===== config.mk =====
export PLATFORM = sky130hd
export DESIGN_NAME = instruction_signature_scanner
export DESIGN_NICKNAME = d
export VERILOG_FILES = /design/src/design/iss_pkg.sv /design/src/design/iss_decode.sv /design/src/design/instruction_signature_scanner.sv
export SDC_FILE = /design/constraint.sdc
export NUM_CORES = 1
export LEC_CHECK = 0
export BUFFER_PORTS_ARGS = -buffer_cell sky130_fd_sc_hd__buf_2
export CORE_ASPECT_RATIO = 1.75
export CORE_MARGIN = 2
export CORE_UTILIZATION = 59
export CTS_CLUSTER_DIAMETER = 50
export DETAILED_ROUTE_END_ITERATION = 7
export PLACE_DENSITY = 0.83
export SKIP_CTS_REPAIR_TIMING = 1
export SYNTH_ARGS = -nofsm -noshare
export SYNTH_HDL_FRONTEND = slang
export SYNTH_SLANG_ARGS = --single-unit

===== constraint.sdc =====
create_clock -name clk -period 5.4 [get_ports clk]
set_input_delay 0 -clock clk [delete_from_list [all_inputs] [get_ports clk]]
set_output_delay 0 -clock clk [all_outputs]
set_load 0.05 [all_outputs]

===== src/design/iss_pkg.sv =====
// ----------------------------------------------------------------------------
// iss_pkg
// Shared types, field constants and status codes of the signature scanner.
// ----------------------------------------------------------------------------
package iss_pkg;

  localparam int unsigned WordW = 32;

  typedef logic [WordW-1:0] word_t;

  // Primary opcodes (bits 31:26).
  localparam logic [5:0] OPC_STW  = 6'd36;
  localparam logic [5:0] OPC_STB  = 6'd38;
  localparam logic [5:0] OPC_LI   = 6'd14;
  localparam logic [5:0] OPC_B    = 6'd18;

  // Displacement / immediate values of the signature.
  localparam logic [15:0] STW_DISP = 16'h0014;
  localparam logic [15:0] STB_DISP = 16'h000c;
  localparam logic [15:0] LI_VALUE = 16'h0079;

  // AA=0, LK=1 for a relative branch-and-link.
  localparam logic [1:0] BL_AA_LK = 2'b01;

  typedef enum logic [1:0] {
    STATUS_FOUND    = 2'd0,
    STATUS_NONE     = 2'd1,
    STATUS_SEVERAL  = 2'd2,
    STATUS_NO_LINK  = 2'd3
  } status_t;

  // Per-word decode flags handed from the decoder to the scanner control.
  typedef struct packed {
    logic is_stw;
    logic is_li;
    logic is_stb;
    logic is_bl;
  } word_class_t;

endpackage


===== src/design/iss_decode.sv =====
// ----------------------------------------------------------------------------
// iss_decode
// Classifies one instruction word and forms the branch-and-link target.
// ----------------------------------------------------------------------------
module iss_decode (
  input  iss_pkg::word_t       word_address,
  input  iss_pkg::word_t       instruction_word,
  output iss_pkg::word_class_t word_class,
  output iss_pkg::word_t       link_target
);
  import iss_pkg::*;

  logic [5:0]  opc;
  logic [15:0] disp;
  word_t       offset;

  assign opc  = instruction_word[31:26];
  assign disp = instruction_word[15:0];

  assign word_class.is_stw = (opc == OPC_STW) && (disp == STW_DISP);
  assign word_class.is_li  = (opc == OPC_LI) && (instruction_word[20:16] == 5'd0)
                             && (disp == LI_VALUE);
  assign word_class.is_stb = (opc == OPC_STB) && (disp == STB_DISP);
  assign word_class.is_bl  = (opc == OPC_B) && (instruction_word[1:0] == BL_AA_LK);

  // Sign-extended 26-bit byte offset; sum wraps mod 2^32.
  assign offset      = {{6{instruction_word[25]}}, instruction_word[25:2], 2'b00};
  assign link_target = word_address + offset;

endmodule


===== src/design/instruction_signature_scanner.sv =====
// ----------------------------------------------------------------------------
// instruction_signature_scanner
// Streams a region of instruction words and reports the signature status.
// ----------------------------------------------------------------------------
// One instruction word with its byte address is taken per input transaction,
// in region order; the word flagged by last_word closes the region. The block
// looks for a three-word signature (store word with displacement 0x14, load
// immediate of 0x79 with ra zero, store byte with displacement 0xc) and, after
// the first signature, captures the target of the first later relative
// branch-and-link. Only the last word produces an output transaction:
// scan_status (found / none / several / no branch-and-link) and branch_target,
// which is zero unless the status is found. The block then restarts clean for
// the next region. Decode and the state update are combinational and sit
// between the input handshake and the state/result registers, so a word is
// accepted every cycle while the output register is empty or being drained.
// The output register holds one result; in_ready drops only while that result
// waits on out_ready. The window keeps decode flags of the two previous words
// rather than the raw words, which is all the signature compare needs.
module instruction_signature_scanner (
  input  logic                clk,
  input  logic                rst,
  input  logic                in_valid,
  output logic                in_ready,
  input  iss_pkg::word_t      word_address,
  input  iss_pkg::word_t      instruction_word,
  input  logic                last_word,
  output logic                out_valid,
  input  logic                out_ready,
  output iss_pkg::status_t    scan_status,
  output iss_pkg::word_t      branch_target
);
  import iss_pkg::*;

  word_class_t cur_class;
  word_t       cur_target;

  // Window: flags of the two previous words (cleared = empty window).
  logic        older_stw;
  logic        newer_li;
  logic [1:0]  match_count;
  logic        link_found;
  word_t       found_target;

  // The older slot needs the store-word flag of the word now in the newer
  // slot, so that flag is tracked alongside newer_li.
  logic        newer_is_stw_q;

  logic        in_xact;
  logic        match_now;
  logic        link_take;
  logic [1:0]  match_count_next;
  logic        link_found_next;
  word_t       found_target_next;
  status_t     status_next;
  word_t       target_next;

  iss_decode u_decode (
    .word_address     (word_address),
    .instruction_word (instruction_word),
    .word_class       (cur_class),
    .link_target      (cur_target)
  );

  // Output register is free unless a result is stalled downstream.
  assign in_ready = !out_valid || out_ready;
  assign in_xact  = in_valid && in_ready;

  // Branch search uses the match count from before this word.
  assign link_take = (match_count != 2'd0) && !link_found && cur_class.is_bl;
  assign match_now = older_stw && newer_li && cur_class.is_stb;

  always_comb begin
    match_count_next = match_count;
    if (match_now && (match_count != 2'd2)) begin
      match_count_next = match_count + 2'd1;
    end
    link_found_next   = link_found || link_take;
    found_target_next = link_take ? cur_target : found_target;

    target_next = '0;
    priority if (match_count_next == 2'd2) begin
      status_next = STATUS_SEVERAL;
    end else if (match_count_next == 2'd0) begin
      status_next = STATUS_NONE;
    end else if (!link_found_next) begin
      status_next = STATUS_NO_LINK;
    end else begin
      status_next = STATUS_FOUND;
      target_next = found_target_next;
    end
  end

  always_ff @(posedge clk) begin
    if (rst) begin
      older_stw    <= 1'b0;
      newer_li     <= 1'b0;
      match_count  <= 2'd0;
      link_found   <= 1'b0;
      found_target <= '0;
      out_valid    <= 1'b0;
    end else begin
      // a new result may replace one drained in the same cycle
      if (in_xact && last_word) begin
        out_valid <= 1'b1;
      end else if (out_valid && out_ready) begin
        out_valid <= 1'b0;
      end
      if (in_xact) begin
        if (last_word) begin
          // close region: publish result, clear scan state
          older_stw     <= 1'b0;
          newer_li      <= 1'b0;
          match_count   <= 2'd0;
          link_found    <= 1'b0;
          found_target  <= '0;
          scan_status   <= status_next;
          branch_target <= target_next;
        end else begin
          older_stw    <= newer_is_stw_q;
          newer_li     <= cur_class.is_li;
          match_count  <= match_count_next;
          link_found   <= link_found_next;
          found_target <= found_target_next;
        end
      end
    end
  end

  always_ff @(posedge clk) begin
    if (rst) begin
      newer_is_stw_q <= 1'b0;
    end else if (in_xact) begin
      newer_is_stw_q <= last_word ? 1'b0 : cur_class.is_stw;
    end
  end

endmodule


Word level (Yosys, flattened, before mapping)
Cells that the tools add are included.
Word-level totals
  register bits: 73
  output and inout bits: 36
  logic and storage cells: 58
  input bits: 69
Operators by class
  eq/ne operators: 10
  muxes and demuxes: 12
  bitwise operators: 2
  reduce and logical (&&, ||, !) cells: 23
  $add $sub $neg: 2
Operators with widths (count)
  $mux 32: 2
  $add 32x32->32: 1
  $eq 16x4->1 const B: 1
  $eq 16x5->1 const B: 1
  $eq 16x7->1 const B: 1
  $logic_and 1x1->1: 13
  $eq 6x6->1 const B: 2
  $mux 2: 4
  $eq 6x4->1 const B: 1
  $eq 6x5->1 const B: 1
  $mux 1: 6
  $logic_not 5->1: 1
  $reduce_bool 2->1: 2
  $reduce_and 3->1: 1
  $reduce_or 3->1: 1
  $add 2x1->2 const B: 1
  $eq 2x1->1 const B: 1
  $eq 2x2->1 const B: 1
  $logic_not 1->1: 2
  $logic_not 2->1: 1
  $logic_or 1x1->1: 2
  $ne 2x2->1 const B: 1
  $not 1->1: 2

Logic depth before layout (Yosys ltp)
  depth after elaboration: 7
  gate-level depth with buffers: 11
  gate-level depth less buffers: 11

Modules after synthesis
A second synthesis with hierarchy kept.
Unflattened totals
  cell total of the unflattened synthesis: 501
  area, all modules: 4914.7 sq um
Modules (own cells, without submodules)
  instruction_signature_scanner: sequential area each 1801.7 sq um, area each 3095.5 sq um, instances 1, cells each 243
  iss_decode: sequential area each 0.0 sq um, area each 1819.2 sq um, instances 1, cells each 258

Worst setup path before layout
No wires, ideal clock.
  path type: register -> register
  start: register out_valid
  end: register branch_target[0], enable pin
  data arrival time: 2315 ps
  buffers on the path: 1
  library setup time: 394 ps
  setup slack: 2691 ps
  stages on the path, launching flop included: 5
  cell sequence: dfxtp_1 > nand2b_1 > and2_1 > clkbuf_1 > and3_1
On the way
  word-level cells in the longest chain between the ends: 4
RTL lines
  start, declared: line instruction_signature_scanner.sv:27  | output logic out_valid,
  start signal, assigned: line instruction_signature_scanner.sv:100  | out_valid <= 1'b0;
  start signal, assigned: line instruction_signature_scanner.sv:104  | out_valid <= 1'b1;
  start signal, assigned: line instruction_signature_scanner.sv:106  | out_valid <= 1'b0;
  $logic_not 1->1: line instruction_signature_scanner.sv:65  | assign in_ready = !out_valid || out_ready;
  $logic_or 1x1->1: line instruction_signature_scanner.sv:65
  net in_ready: line instruction_signature_scanner.sv:23  | output logic in_ready,
  $logic_and 1x1->1: line instruction_signature_scanner.sv:66  | assign in_xact = in_valid && in_ready;
  $reduce_and 3->1 (no line)
  end signal, assigned: line instruction_signature_scanner.sv:117  | branch_target <= target_next;
  end, declared: line instruction_signature_scanner.sv:30  | output iss_pkg::word_t branch_target
The timed path passes the listed nets, and every way through them passes these cells.
A chain may end at the register's enable or synchronous reset.

Worst setup path in the final report
  start: register match_count[0]
  end: register scan_status[1], data pin
On the way
  word-level cells in the longest chain between the ends: 6
  elaborated cells between the ends (all ways): 12
RTL lines
  start, declared: line instruction_signature_scanner.sv:40  | logic [1:0] match_count;
  start signal, assigned: line instruction_signature_scanner.sv:121  | match_count <= match_count_next;
  branches (longest 6 deep; another with $add 2x1->2)
  end signal, assigned: line instruction_signature_scanner.sv:116  | scan_status <= status_next;
  end, declared: line instruction_signature_scanner.sv:29  | output iss_pkg::status_t scan_status,
Parallel ways; which one is timed is not known.

==> out/metrics.json <==
{
  "run_status": "complete, no violations",
  "worst-endpoint-required_ns": 5.48,
  "row_count": 42,
  "dr.first_iter.drc_count": 364,
  "route.met2.wl_um": 7454,
  "hold_path.class": "input pin to flip-flop",
  "p_leak_uw": 0.002093,
  "m1WireLength_um": 4558,
  "route.met3.wl_um": 609,
  "ctsHtreeMaxLevel": 3,
  "post-dp-hpwl_um": 10120,
  "maximum_number_of_pins_on_one_net_before_global_route_repair": 38,
  "power.share.clock_pct": 39.9,
  "totalNegativeSetupSlack_ns": 0,
  "drv_slew": 0,
  "critical_path.slowest_cell": "nand2_2",
  "timing.critical_path.max_delay_family": "simple AND/OR/NAND/NOR gates",
  "peakVddDrop_v": 0.0002663,
  "internal-power_uw": 1108,
  "yosysSeqAreaShare_pct": 38.61,
  "synth_simple_gate_area_share_pct": 20.48,
  "layout-drive-gt1-share_pct": 22.24,
  "place_congestion": 0.9178,
  "max_stage_delay_ns": 0.49,
  "timing.critical_path.buf_inv": 1,
  "net-switching-power_uw": 466.3,
  "initial_utilization_pct": 61.25,
  "setup-violations-final": 0,
  "power_per_cell_area_nw_per_um2": 283.2,
  "syn-cell-area_um2": 4667,
  "postRouteAntennaNets": 0,
  "main_combinational_cell_family_by_area_after_synthesis": "compound AO/OA/AOI/OAI gates",
  "maxCapViolCount": 0,
  "finalNetCount": 730,
  "achievable-frequency_mhz": 351.2,
  "clkSlewWorstSetupHoldPaths_ns": 0.05,
  "place_ws_ns": 2.609,
  "clk_root_buffer_cell": "clkbuf_16",
  "final_cell_area_um2": 5557,
  "power_share_of_the_sequential_group_pct": 37.4,
  "final.min_clock_period_ns": 2.848,
  "dieArea_um2": 8665,
  "cts_buffer_depth": 2,
  "routed_wire_length_per_instance_um": 18.79,
  "synth-adder-area-share_pct": 8.740,
  "worst_slew_pin_tran_ns": 0.9962,
  "antenna_violations_before_repair": 0,
  "endpoint_kind": "flip-flop",
  "library_cells_used_by_synthesis": 72,
  "worst-endpoint-arrival_ns": 2.93,
  "overall_routing_resource_usage_pct": 31.53,
  "wire_length_of_the_first_global_routing_pass_um": 21120,
  "finalHoldViolations": 0,
  "area_delta_synth_final_pct": 19.06,
  "synth.ff_latch_count": 73,
  "synth.area.mux_share_pct": 0.4558,
  "tritoncts": "done",
  "syn-num-nets": 631,
  "final.period_utilization_pct": 52.74,
  "synthArstFlopShare_pct": 0,
  "topRoutingLayerUsed": "met4",
  "synth_ff_type": "dfxtp_1",
  "setup_repair_after_global_routing_missed_its_margin": "no",
  "critical_path.max_fanout": 30,
  "relSlewSlack_pct": 33.23,
  "antenna_cells": 0,
  "worstSkewPairLatency_ns": 0.33,
  "critPathKind": "flip-flop to flip-flop",
  "grt_pass1_vias": 4412,
  "crit_path_cell_trace": "inv_1 -> ha_1 -> nor4b_2 -> nand3_1 -> nor3_4 -> xnor2_1 -> nand2_2 -> and3_1",
  "timing.final.ws_setup_ns": 2.552,
  "numCtsBuffers": 9,
  "routed_wl_um": 13560,
  "core_ar_um2": 7620,
  "post_synth_inst_count": 530,
  "largest_clock_skew_in_the_final_design_ns": 0.006422,
  "port_buffers": 104,
  "synth_edf_count": 34,
  "die_width_um": 71.23,
  "dr.pass1.iters": 5,
  "syn_avg_cell_area_um2": 8.806,
  "die_h_um": 121.7,
  "via_per_inst": 6.302,
  "combinationalPowerShare_pct": 22.7,
  "drc_violations_left": 0,
  "vias": 4550,
  "timing.critical_path.from_type": "flip-flop",
  "globalRouteOverflowTotal": 0,
  "sw_frac_of_total_pct": 29.63,
  "floorplan.io_pins": 105,
  "post_dp_cell_area_um2": 5214,
  "synth_compound_area_share_pct": 23.03,
  "cts.sinks": 73,
  "synthXorXnorAreaFrac_pct": 5.442,
  "synth_warnings": 0
}
-- power by group through the flow --
| stage | logic (uW) | clock network (uW) | registers, uW |
|---|---|---|---|
| finish | 358 | 628 | 589 |
| global route | 382 | 649 | 589 |
| CTS | 352 | 626 | 589 |
| detailed placement | 350 | 0 | 600 |
| global placement | 345 | 0 | 600 |
| floorplan | 201 | 0 | 635 |
-- metrics by stage --
stage	hold slack, ns	util, %	total power (uW)	instances
finish	0.02335	72.92	1574	722
global route	0.06297	72.92	1620	722
CTS	-0.06509	72.53	1568	719
detailed placement	0.2723	68.42	950.4	703
global placement	0.2620	68.42	945.6	703
floorplan	0.06907	-	836.4	530
-- Yosys cell counts, drive strengths merged (2+ instances only) --
cell	number	area, um2
nand2b	4	25.02
and2	7	46.30
a22oi	15	117.6
a21boi	2	15.02
a21oi	62	317.8
a31oi	4	25.02
inv	12	45.04
buf	7	50.05
nand3	12	60.06
edfxtp	34	1021
o21a	2	15.01
o211ai	3	27.52
nand4	10	62.56
nor2	43	161.4
xor2	10	87.58
clkbuf	15	56.30
a22o	10	87.58
nand3b	2	15.01
a21o	5	37.54
xnor2	19	166.4
nor3	10	66.32
o31ai	4	57.55
nor4bb	2	20.02
nor2b	4	25.02
nor4b	2	23.77
nand2	88	332.8
and3	4	25.02
dfxtp	39	780.8
ha	31	387.9
nor4	6	43.79
a211oi	6	55.05
o21ai	33	176.4
-- worst paths after layout --
path	startpoint	end	slack (ns)	depth (start not counted)
worst max-delay path	match_count[0]	scan_status[1]	2.55	8
worst min-delay path	instruction_word[27]	newer_is_stw_q	0.02	4
worst max register to register	match_count[0]	scan_status[1]	2.55	8
worst min register to register	found_target[26]	found_target[26]	0.47	2
-- flip-flops by register name, indices dropped and copies added (netlist names) --
register and count:
branch_target 32, found_target 32, link_found 1, match_count 2
newer_is_stw_q 1, newer_li 1, older_stw 1, out_valid 1
scan_status 2
-- logic make-up (layout without fill, tap and decap cells) --
group                      count (synthesis)  in the layout
buffers and inverters                     34            138
adders and majority gates                 32             32
DFF                                       73             73
and+or+nand+nor                          200            200
AOI/OAI and AO/OA                        160            160
xor gates and xnor gates                  29             29
muxes                                      2              2
-- per-layer routing --
layer  track usage (%)  vias up
met5                 0        -
met4             22.64        0
li1                  -     2141
met1             29.80     2145
met2             59.90      203
met3             4.136       61
-- layout by cell type (no fill, tap or decap), drive strengths merged, types with 3 or more instances in the layout --
cell         netlist  routed
a211oi             6       6
nand4             10      10
nor2b              4       4
nand2             88      88
and3               4       4
o21ai             33      33
edfxtp            34      34
nor3              10      10
nand3             12      12
o211ai             3       3
nand2b             4       4
inv               12      12
a22o              10      10
ha                31      31
a22oi             15      15
xnor2             19      19
xor2              10      10
dlygate4sd3        0       3
o31ai              4       4
dfxtp             39      39
clkbuf            15      11
and2               7       7
a31oi              4       4
nor2              43      43
nor4               6       6
a21oi             62      62
a21o               5       5
buf                7     107
-- layout make-up --
class	count	area [um2]
Multi-Input combinational cell	423	2714
Sequential cell	73	1802
Clock inverter	5	80.08
Clock buffer	11	232.7
Timing Repair Buffer	110	573.1
Tap cell	88	110.1
Inverter	12	45.04
Fill cell	598	2063
-- worst min-delay path, delay by kind of cell --
family,cells,cell delay [ns]
and+or+nand+nor,2,0.13
buffers and inverters,1,0.10
AOI/OAI and AO/OA,1,0.07
No activity file was read; power rests on OpenSTA's default activity.
